`src/rtl/assert_macros.svh`:
```
// ----------------------------------------------------------------------------
// Assertion macros
// Shared concurrent assertion wrappers for the triangle correction RTL.
// ----------------------------------------------------------------------------
`ifndef ASSERT_MACROS_SVH
`define ASSERT_MACROS_SVH

// Generic clocked assertion with an active-low reset that disables it.
`define TLC_ASSERT_CLK(label, clk, rstn, prop, msg) \
    label: assert property (@(posedge clk) disable iff (!rstn) prop) \
        else $error(msg);

// Assertion on the block clock and reset.
`define TLC_ASSERT(label, prop, msg) \
    `TLC_ASSERT_CLK(label, aclk, aresetn, prop, msg)

`endif

```
`src/rtl/tlc_pkg.sv`:
```
// ----------------------------------------------------------------------------
// tlc_pkg
// Widths, register indexes and shared types of the triangle correction block.
// ----------------------------------------------------------------------------
`default_nettype none

package tlc_pkg;

    localparam int FRAC_BITS_DEF = 16;

    localparam int VAL_W  = 18;
    localparam int W_W    = 20;
    localparam int T_W    = 17;
    localparam int ACC_W  = 40;

    localparam int S_TDATA_W  = 56;
    localparam int S_TUSER_W  = 1;
    localparam int M_TDATA_W  = 96;
    localparam int M_TUSER_W  = 2;

    localparam int CFG_IDX_W  = 2;
    localparam int CFG_DATA_W = W_W;

    localparam logic [CFG_IDX_W-1:0] REG_WEIGHT    = 2'd0;
    localparam logic [CFG_IDX_W-1:0] REG_THRESHOLD = 2'd1;
    localparam logic [CFG_IDX_W-1:0] REG_MODE_HIGH = 2'd2;

    typedef struct packed {
        logic busy;
        logic done;
    } tlc_div_stat_t;

endpackage

`default_nettype wire

```
`src/rtl/tlc_div.sv`:
```
// ----------------------------------------------------------------------------
// tlc_div
// Restoring serial divider, one quotient bit per cycle, unsigned operands.
// ----------------------------------------------------------------------------
`default_nettype none

module tlc_div import tlc_pkg::*; #(
    parameter int DVD_W = 44,
    parameter int DEN_W = 22,
    parameter int TOP_W = 17,
    localparam int Q_W  = DVD_W - TOP_W
) (
    input  wire logic               aclk,
    input  wire logic               aresetn,
    input  wire logic               start,
    input  wire logic [DVD_W-1:0]   dividend,
    input  wire logic [DEN_W-1:0]   divisor,
    output logic      [Q_W-1:0]     quotient,
    output tlc_div_stat_t           stat
);

    localparam int CNT_W = $clog2(Q_W + 1);

    logic [DEN_W-1:0] rem_reg;
    logic [DEN_W-1:0] rem_next;
    logic [DEN_W-1:0] den_reg;
    logic [Q_W-1:0]   quo_reg;
    logic [CNT_W-1:0] cnt_reg;
    logic             busy_reg;
    logic             done_reg;
    logic [DEN_W:0]   trial;
    logic [DEN_W:0]   diff;
    logic             ge;

    always_comb begin
        trial    = {rem_reg, quo_reg[Q_W-1]};
        diff     = trial - {1'b0, den_reg};
        ge       = (trial >= {1'b0, den_reg});
        rem_next = ge ? diff[DEN_W-1:0] : trial[DEN_W-1:0];
    end

    always_ff @(posedge aclk) begin
        if (!aresetn) begin
            busy_reg <= 1'b0;
            done_reg <= 1'b0;
            cnt_reg  <= '0;
        end else begin
            done_reg <= 1'b0;
            if (start) begin
                busy_reg <= 1'b1;
                cnt_reg  <= CNT_W'(Q_W);
            end else if (busy_reg) begin
                cnt_reg <= cnt_reg - CNT_W'(1);
                if (cnt_reg == CNT_W'(1)) begin
                    busy_reg <= 1'b0;
                    done_reg <= 1'b1;
                end
            end
        end
    end

    always_ff @(posedge aclk) begin
        if (start) begin
            rem_reg <= DEN_W'(dividend[DVD_W-1 -: TOP_W]);
            quo_reg <= dividend[Q_W-1:0];
            den_reg <= divisor;
        end else if (busy_reg) begin
            rem_reg <= rem_next;
            quo_reg <= {quo_reg[Q_W-2:0], ge};
        end
    end

    assign quotient  = quo_reg;
    assign stat.busy = busy_reg;
    assign stat.done = done_reg;

endmodule

`default_nettype wire

```
`src/rtl/triangle_likelihood_correct_top.sv`:
```
// ----------------------------------------------------------------------------
// triangle_likelihood_correct_top
// Triangle likelihood correction with a saturating running delta.
// ----------------------------------------------------------------------------
//  Channel | Dir | Content
//  s_      | in  | one triangle (ij, jk, ik) and the clear flag per beat
//  m_      | out | corrected triangle, flags and running delta per beat
//  cfg_    | in  | write-only register port: weight, threshold, mode
//
//  A skipped or unviolated triangle is repeated unchanged.
//  A corrected triangle runs the serial divider once for each of the three
//  new sides; the divider delivers one quotient bit per cycle, Q bits in all,
//  with Q = 2*max(F,20)+3-F.
//  The input is ready only while the sequencer is idle; a waiting result
//  beat does not block the next input beat until its own result is due.
//  Reset is synchronous and active low; it clears the delta and restores the
//  register defaults.
// ----------------------------------------------------------------------------
`default_nettype none

`include "assert_macros.svh"

module triangle_likelihood_correct_top import tlc_pkg::*; #(
    parameter int FRAC_BITS = FRAC_BITS_DEF
) (
    input  wire logic                  aclk,
    input  wire logic                  aresetn,
    input  wire logic                  s_tvalid,
    output logic                       s_tready,
    // ij_value[17:0], jk_value[35:18], ik_value[53:36]
    input  wire logic [S_TDATA_W-1:0]  s_tdata,
    // clear_delta[0]
    input  wire logic [S_TUSER_W-1:0]  s_tuser,
    output logic                       m_tvalid,
    input  wire logic                  m_tready,
    // new_ij[17:0], new_jk[35:18], new_ik[53:36], delta_total[93:54]
    output logic [M_TDATA_W-1:0]       m_tdata,
    // was_corrected[0], was_skipped[1]
    output logic [M_TUSER_W-1:0]       m_tuser,
    input  wire logic                  cfg_wr_en,
    input  wire logic [CFG_IDX_W-1:0]  cfg_index,
    input  wire logic [CFG_DATA_W-1:0] cfg_data
);

    localparam int EXT_W = (FRAC_BITS > W_W) ? FRAC_BITS : W_W;
    localparam int MAG_W = 2 * EXT_W + 4;
    localparam int NUM_W = MAG_W + 1;
    localparam int DEN_W = EXT_W + 2;
    localparam int VIO_W = EXT_W + 3;
    localparam int TOP_W = FRAC_BITS + 1;
    localparam int Q_W   = MAG_W - TOP_W;
    localparam int PRD_W = EXT_W + VAL_W + 3;
    localparam int D_W   = VAL_W + 3;

    localparam logic [63:0] W_RST_FULL = 64'd4 << FRAC_BITS;
    localparam logic [63:0] T_RST_FULL = 64'd1 << (FRAC_BITS - 1);
    localparam logic [W_W-1:0] W_RST =
        (W_RST_FULL > 64'hFFFFF) ? {W_W{1'b1}} : W_RST_FULL[W_W-1:0];
    localparam logic [T_W-1:0] T_RST =
        (T_RST_FULL > 64'h1FFFF) ? {T_W{1'b1}} : T_RST_FULL[T_W-1:0];

    localparam logic [EXT_W:0]          ONE_U = (EXT_W + 1)'(64'd1 << FRAC_BITS);
    localparam logic signed [VIO_W-1:0] ONE_S = VIO_W'(64'd1 << FRAC_BITS);
    localparam logic [Q_W-1:0] Q_POS_MAX = Q_W'(131071);
    localparam logic [Q_W-1:0] Q_NEG_MAX = Q_W'(131072);
    localparam logic signed [VAL_W-1:0] VAL_MAX = 18'sh1FFFF;
    localparam logic signed [VAL_W-1:0] VAL_MIN = 18'sh20000;

    localparam logic [2:0] ST_IDLE  = 3'd0;
    localparam logic [2:0] ST_CALC  = 3'd1;
    localparam logic [2:0] ST_NUM   = 3'd2;
    localparam logic [2:0] ST_LOAD  = 3'd3;
    localparam logic [2:0] ST_DIV   = 3'd4;
    localparam logic [2:0] ST_RES   = 3'd5;
    localparam logic [2:0] ST_DELTA = 3'd6;
    localparam logic [2:0] ST_DONE  = 3'd7;

    localparam logic [1:0] SEL_B1 = 2'd0;
    localparam logic [1:0] SEL_B2 = 2'd1;
    localparam logic [1:0] SEL_S  = 2'd2;

    localparam logic [1:0] WH_IJ = 2'd0;
    localparam logic [1:0] WH_JK = 2'd1;
    localparam logic [1:0] WH_IK = 2'd2;

    logic [2:0]               state_reg;
    logic [2:0]               state_next;
    logic [W_W-1:0]           weight_reg;
    logic [T_W-1:0]           thresh_reg;
    logic                     mode_high_reg;
    logic [ACC_W-1:0]         acc_reg;

    logic signed [VAL_W-1:0]  ij_reg, jk_reg, ik_reg;
    logic signed [VAL_W-1:0]  s_reg, b1_reg, b2_reg;
    logic signed [VAL_W-1:0]  nb1_reg, nb2_reg, ns_reg;
    logic signed [VAL_W-1:0]  res_ij_reg, res_jk_reg, res_ik_reg;
    logic [1:0]               which_reg;
    logic [1:0]               sel_reg;
    logic signed [NUM_W-1:0]  num_reg;
    logic                     neg_reg;
    logic                     corr_flag_reg;
    logic                     skip_flag_reg;

    logic                     m_tvalid_reg;
    logic [M_TDATA_W-1:0]     m_tdata_reg;
    logic [M_TUSER_W-1:0]     m_tuser_reg;

    logic                     s_accept;
    logic                     out_load;

    logic signed [VAL_W:0]    ij_ext;
    logic signed [VAL_W:0]    th_ext;
    logic                     skip;
    logic signed [VIO_W-1:0]  v1, v2, v3;
    logic                     viol;
    logic signed [VAL_W-1:0]  min_jk_ik, min_ij_ik;
    logic                     ij_small, jk_small;

    logic [DEN_W-1:0]         den;
    logic [EXT_W:0]           mul_a;
    logic signed [VAL_W:0]    mul_b;
    logic signed [PRD_W-1:0]  prod;
    logic signed [VIO_W-1:0]  corr;
    logic signed [NUM_W-1:0]  num;
    logic [MAG_W-1:0]         mag;
    logic [MAG_W-1:0]         dvd_in;
    logic                     div_start;
    logic [Q_W-1:0]           div_q;
    tlc_div_stat_t            div_stat;
    logic signed [VAL_W-1:0]  q_sat;

    logic signed [VAL_W:0]    dif1, dif2, dif3;
    logic [VAL_W:0]           abs1, abs2, abs3;
    logic [D_W-1:0]           dsum;
    logic [ACC_W:0]           acc_sum;
    logic [ACC_W-1:0]         acc_new;

    assign s_accept = s_tvalid && s_tready;
    assign s_tready = (state_reg == ST_IDLE);
    assign out_load = (state_reg == ST_DONE) && (!m_tvalid_reg || m_tready);

    // Filter and bound check on the latched triangle.
    always_comb begin
        ij_ext    = (VAL_W + 1)'(ij_reg);
        th_ext    = $signed({2'b00, thresh_reg});
        skip      = mode_high_reg ? (ij_ext < th_ext) : (ij_ext > th_ext);
        v1        = VIO_W'(ij_reg) + VIO_W'(jk_reg) - VIO_W'(ik_reg) - ONE_S;
        v2        = VIO_W'(jk_reg) + VIO_W'(ik_reg) - VIO_W'(ij_reg) - ONE_S;
        v3        = VIO_W'(ik_reg) + VIO_W'(ij_reg) - VIO_W'(jk_reg) - ONE_S;
        viol      = (!v1[VIO_W-1] && (v1 != '0)) || (!v2[VIO_W-1] && (v2 != '0)) ||
                    (!v3[VIO_W-1] && (v3 != '0));
        min_jk_ik = (jk_reg < ik_reg) ? jk_reg : ik_reg;
        min_ij_ik = (ij_reg < ik_reg) ? ij_reg : ik_reg;
        ij_small  = (ij_reg < min_jk_ik);
        jk_small  = (jk_reg < min_ij_ik);
    end

    // Numerator of the selected side: one product plus a shifted term.
    always_comb begin
        den = {ONE_U, 1'b0} + DEN_W'(weight_reg);
        case (sel_reg)
            SEL_B1: begin
                mul_a = ONE_U + (EXT_W + 1)'(weight_reg);
                mul_b = (VAL_W + 1)'(b1_reg);
                corr  = ONE_S + VIO_W'(s_reg) - VIO_W'(b2_reg);
            end
            SEL_B2: begin
                mul_a = ONE_U + (EXT_W + 1)'(weight_reg);
                mul_b = (VAL_W + 1)'(b2_reg);
                corr  = ONE_S + VIO_W'(s_reg) - VIO_W'(b1_reg);
            end
            default: begin
                mul_a = (EXT_W + 1)'(weight_reg);
                mul_b = (VAL_W + 1)'(b1_reg) + (VAL_W + 1)'(b2_reg);
                corr  = VIO_W'(s_reg) + VIO_W'(s_reg) -
                        VIO_W'($signed({1'b0, weight_reg}));
            end
        endcase
        prod   = $signed({1'b0, mul_a}) * mul_b;
        num    = NUM_W'(prod) + (NUM_W'(corr) <<< FRAC_BITS);
        mag    = neg_reg ? MAG_W'(-num_reg) : MAG_W'(num_reg);
        dvd_in = mag + MAG_W'(den >> 1);
    end

    assign div_start = (state_reg == ST_LOAD);

    tlc_div #(
        .DVD_W (MAG_W),
        .DEN_W (DEN_W),
        .TOP_W (TOP_W)
    ) u_div (
        .aclk     (aclk),
        .aresetn  (aresetn),
        .start    (div_start),
        .dividend (dvd_in),
        .divisor  (den),
        .quotient (div_q),
        .stat     (div_stat)
    );

    // Signed, saturated quotient.
    always_comb begin
        if (neg_reg) begin
            q_sat = (div_q > Q_NEG_MAX) ? VAL_MIN : VAL_W'(Q_W'(0) - div_q);
        end else begin
            q_sat = (div_q > Q_POS_MAX) ? VAL_MAX : VAL_W'(div_q);
        end
    end

    // Absolute changes and the saturating accumulator.
    always_comb begin
        dif1    = (VAL_W + 1)'(nb1_reg) - (VAL_W + 1)'(b1_reg);
        dif2    = (VAL_W + 1)'(nb2_reg) - (VAL_W + 1)'(b2_reg);
        dif3    = (VAL_W + 1)'(ns_reg) - (VAL_W + 1)'(s_reg);
        abs1    = dif1[VAL_W] ? unsigned'(-dif1) : unsigned'(dif1);
        abs2    = dif2[VAL_W] ? unsigned'(-dif2) : unsigned'(dif2);
        abs3    = dif3[VAL_W] ? unsigned'(-dif3) : unsigned'(dif3);
        dsum    = D_W'(abs1) + D_W'(abs2) + D_W'(abs3);
        acc_sum = {1'b0, acc_reg} + (ACC_W + 1)'(dsum);
        acc_new = acc_sum[ACC_W] ? {ACC_W{1'b1}} : acc_sum[ACC_W-1:0];
    end

    always_comb begin
        state_next = state_reg;
        unique case (state_reg)
            ST_IDLE:  if (s_accept) state_next = ST_CALC;
            ST_CALC:  state_next = (skip || !viol) ? ST_DONE : ST_NUM;
            ST_NUM:   state_next = ST_LOAD;
            ST_LOAD:  state_next = ST_DIV;
            ST_DIV:   if (div_stat.done) state_next = ST_RES;
            ST_RES:   state_next = (sel_reg == SEL_S) ? ST_DELTA : ST_NUM;
            ST_DELTA: state_next = ST_DONE;
            ST_DONE:  if (out_load) state_next = ST_IDLE;
            default:  state_next = ST_IDLE;
        endcase
    end

    always_ff @(posedge aclk) begin
        if (!aresetn) begin
            state_reg     <= ST_IDLE;
            weight_reg    <= W_RST;
            thresh_reg    <= T_RST;
            mode_high_reg <= 1'b1;
            acc_reg       <= '0;
            m_tvalid_reg  <= 1'b0;
        end else begin
            state_reg <= state_next;
            if (cfg_wr_en) begin
                unique case (cfg_index)
                    REG_WEIGHT:    weight_reg    <= cfg_data;
                    REG_THRESHOLD: thresh_reg    <= cfg_data[T_W-1:0];
                    REG_MODE_HIGH: mode_high_reg <= cfg_data[0];
                    default: ;
                endcase
            end
            if (s_accept && s_tuser[0]) begin
                acc_reg <= '0;
            end else if (state_reg == ST_DELTA) begin
                acc_reg <= acc_new;
            end
            if (out_load) begin
                m_tvalid_reg <= 1'b1;
            end else if (m_tready) begin
                m_tvalid_reg <= 1'b0;
            end
        end
    end

    always_ff @(posedge aclk) begin
        if (s_accept) begin
            ij_reg <= $signed(s_tdata[17:0]);
            jk_reg <= $signed(s_tdata[35:18]);
            ik_reg <= $signed(s_tdata[53:36]);
        end
        case (state_reg)
            ST_CALC: begin
                res_ij_reg    <= ij_reg;
                res_jk_reg    <= jk_reg;
                res_ik_reg    <= ik_reg;
                skip_flag_reg <= skip;
                corr_flag_reg <= !skip && viol;
                sel_reg       <= SEL_B1;
                if (ij_small) begin
                    which_reg <= WH_IJ;
                    s_reg     <= ij_reg;
                    b1_reg    <= jk_reg;
                    b2_reg    <= ik_reg;
                end else if (jk_small) begin
                    which_reg <= WH_JK;
                    s_reg     <= jk_reg;
                    b1_reg    <= ij_reg;
                    b2_reg    <= ik_reg;
                end else begin
                    which_reg <= WH_IK;
                    s_reg     <= ik_reg;
                    b1_reg    <= jk_reg;
                    b2_reg    <= ij_reg;
                end
            end
            ST_NUM: begin
                num_reg <= num;
                neg_reg <= num[NUM_W-1];
            end
            ST_RES: begin
                case (sel_reg)
                    SEL_B1:  nb1_reg <= q_sat;
                    SEL_B2:  nb2_reg <= q_sat;
                    default: ns_reg  <= q_sat;
                endcase
                sel_reg <= sel_reg + 2'd1;
            end
            ST_DELTA: begin
                case (which_reg)
                    WH_IJ: begin
                        res_ij_reg <= ns_reg;
                        res_jk_reg <= nb1_reg;
                        res_ik_reg <= nb2_reg;
                    end
                    WH_JK: begin
                        res_jk_reg <= ns_reg;
                        res_ij_reg <= nb1_reg;
                        res_ik_reg <= nb2_reg;
                    end
                    default: begin
                        res_ik_reg <= ns_reg;
                        res_jk_reg <= nb1_reg;
                        res_ij_reg <= nb2_reg;
                    end
                endcase
            end
            default: ;
        endcase
        if (out_load) begin
            m_tdata_reg <= {2'b00, acc_reg, res_ik_reg, res_jk_reg, res_ij_reg};
            m_tuser_reg <= {skip_flag_reg, corr_flag_reg};
        end
    end

    assign m_tvalid = m_tvalid_reg;
    assign m_tdata  = m_tdata_reg;
    assign m_tuser  = m_tuser_reg;

    `TLC_ASSERT(a_div_busy_in_div, div_stat.busy |-> (state_reg == ST_DIV), "divider busy outside DIV")
    `TLC_ASSERT(a_res_after_done, (state_reg == ST_RES) |-> $past(div_stat.done), "RES without quotient")
    `TLC_ASSERT(a_clear_delta, (s_accept && s_tuser[0]) |=> (acc_reg == '0), "delta not cleared")
    `TLC_ASSERT(a_out_from_done, $rose(m_tvalid_reg) |-> ($past(state_reg) == ST_DONE), "stray beat")

endmodule

`default_nettype wire
```
`config.mk`:
```
export PLATFORM = sky130hd
export DESIGN_NAME = triangle_likelihood_correct_top
export DESIGN_NICKNAME = d
export VERILOG_FILES = /design/src/rtl/tlc_pkg.sv /design/src/rtl/tlc_div.sv /design/src/rtl/triangle_likelihood_correct_top.sv
export VERILOG_INCLUDE_DIRS = /design/src /design/src/rtl
export SDC_FILE = /design/constraint.sdc
export NUM_CORES = 2
export LEC_CHECK = 0
export BUFFER_PORTS_ARGS = -buffer_cell sky130_fd_sc_hd__buf_2
export CORE_MARGIN = 4
export CORE_UTILIZATION = 45
export CTS_BUF_LIST = sky130_fd_sc_hd__clkbuf_16
export DETAILED_ROUTE_END_ITERATION = 12
export GPL_TIMING_DRIVEN = 0
export PLACE_DENSITY_LB_ADDON = 0.15
export SYNTH_ARGS = -nofsm -noshare
export SYNTH_HDL_FRONTEND = slang
export SYNTH_HIERARCHICAL = 1
export SYNTH_SLANG_ARGS = --single-unit
export TNS_END_PERCENT = 100
```
`constraint.sdc`:
```
create_clock -name aclk -period 16.9 [get_ports aclk]
set_input_delay 3.38 -clock aclk [delete_from_list [all_inputs] [get_ports aclk]]
set_output_delay 3.38 -clock aclk [all_outputs]
set_load 0.02 [all_outputs]
```
==> impl_metrics.json <==
{
  "cts.sinks": 520,
  "via_per_inst": 5.73,
  "dieArea_um2": 128000,
  "required_ns": 17.37,
  "numPlacedInstances": 7680,
  "clkLatencyLatePin_ns": 0.67,
  "grtUsageMet3_pct": 5.09,
  "grt_util_met2_pct": 44.1,
  "num_vias": 44700,
  "grt_max_degree": 40,
  "largest_reg_flops": 94,
  "setup_viol": 0,
  "hold_path_class": "reg2reg",
  "crit_path_end": "num_reg[41]",
  "grt.met1_usage_pct": 40.1,
  "ant_nets": 0,
  "core_um2": 122000,
  "worstSetupStartpoint": "b1_reg[0]",
  "clk_pin_slew_ns": 0.06,
  "ff2ff_setup_slack_ns": 5.11,
  "drt-pass1-iter-count": 8,
  "cts.root.buffer_cell": "clkbuf_16",
  "status": "finished, final reports clean",
  "arrival_ns": 12.27,
  "synth_area_um2": 55100,
  "rsz0062_at_grt": "false",
  "timing.rr.end": "num_reg[41]",
  "r2r_start": "b1_reg[0]",
  "num_rows": 128,
  "nNetsFinal": 7217,
  "finClkSkew_ns": 0.0471,
  "hpwl_um": 153000,
  "post-place-ws_ns": 5.39,
  "grt_overflow": 0,
  "crit_path_frequent_cell": "fa_1",
  "synth_warnings": 6,
  "cap_violations": 0,
  "start_kind": "register",
  "synth.avg_cell_area_um2": 9.40,
  "die_h_um": 358,
  "drv_slew": 0,
  "htreeDepth": 2,
  "initial_core_util_pct": 45.3,
  "criticalPathCategory": "reg2reg",
  "hold_violations": 0,
  "final_design_area_no_fill_um2": 60300,
  "min_period_ns": 11.79,
  "finalCritPeriodShare_pct": 69.8,
  "grt_pass1_vias": 43500,
  "stdcell_count": 7793,
  "top_usage_layer": "met2",
  "routedWlPerCell_um": 23.7,
  "cp_slowest_cell": "mux2i_1",
  "end_kind": "register",
  "cts_made_buffers": 59,
  "critPathMaxFanout": 10,
  "cts_resized": 0,
  "antenna_found_initial": 9,
  "cts_buffer_depth": 3,
  "fmax_ghz": 0.0848,
  "post_cts_buffers": 0,
  "drive_gt1_share_pct": 6.86,
  "grt_first_pass_wirelength_um": 273000,
  "max-slew-margin-rel_pct": 4.58,
  "hold_buffers": 0,
  "ioPinCount": 184,
  "grtUsageTotal_pct": 28.4,
  "syn_inst": 5859,
  "drcViolationCount": 0,
  "drt_iter0_markers": 4515,
  "setup_ws_ns": 5.11,
  "placed_area_um2": 58300,
  "portBuffers": 179,
  "areaGrowthSynthToFinish_pct": 9.51,
  "drt-total-wl_um": 185000,
  "cp_slowest_stage_delay_ns": 0.97,
  "die_x_um": 358,
  "cts_tree": "done",
  "place_congestion": 1.00,
  "tightest_slew_ns": 1.42,
  "tns_ns": 0,
  "hold_depth": 0,
  "r2r_cells": 35
}
-- stage by stage --
step	hold WS (ns)	utilization (%)
final	0.402	49.6
after global routing	0.401	49.6
after CTS	0.389	49.6
after detailed placement	0.405	47.9
after global placement	0.402	47.7
after floorplan	0.400	-
-- final cells by class --
| class | instances | area, µm² |
|---|---|---|
| fill | 11600 | 61400 |
| buffer | 200 | 796 |
| inverter | 823 | 3090 |
| tap | 1625 | 2030 |
| sequential | 520 | 14700 |
| antenna | 1 | 2.50 |
| multi-input combinational | 4320 | 36600 |
| timing repair buffer | 192 | 1110 |
| clock buffer | 60 | 1500 |
| clock inverter | 52 | 529 |
-- layer usage --
metal	vias up	part of all wire [%]
met2	1784	44
met1	21800	44
met5	-	0.034
li1	20800	-
met4	10	3.7
met3	327	8.3
-- how the worst min path moves through the flow --
stage                         from     endpoint  slack (ns)
floorplan            res_ij_reg[0]   m_tdata[0]        0.40
global placement     res_ij_reg[9]   m_tdata[9]        0.40
detailed placement   res_ij_reg[1]   m_tdata[1]        0.40
CTS                 res_jk_reg[13]  m_tdata[31]        0.39
global route        res_jk_reg[13]  m_tdata[31]        0.40
finish              res_jk_reg[13]  m_tdata[31]        0.40
-- critical path: cells and delay by family, from the launching register on --
family / cells / cell delay (ns)
flip-flops: 1 / 0.61
XOR/XNOR: 1 / 0.28
adder cells (fa/ha/maj): 9 / 3.95
multiplexers: 1 / 0.97
AND/OR/NAND/NOR: 4 / 0.83
buffers and inverters: 6 / 0.96
AO/OA/AOI/OAI: 14 / 4.00
-- layout by cell type, fill, tap and decap left out, types with 55 or more instances in the layout --
master	n
mux2i_1	158
xor2_1	127
o21ai_0	283
clkbuf_1	173
clkbuf_16	60
nor3_1	84
and2_1	88
o21a_1	55
nor2b_1	58
dfxtp_1	94
buf_2	184
nor2_1	367
edfxtp_1	426
ha_1	568
fa_1	449
inv_1	829
nand3_1	76
xnor2_1	187
nand2_1	542
a21o_1	115
a21oi_1	280
Power is left out: the tool's default activity adds up to more than one toggle a clock period on the data nets, which glitch-free logic cannot reach.
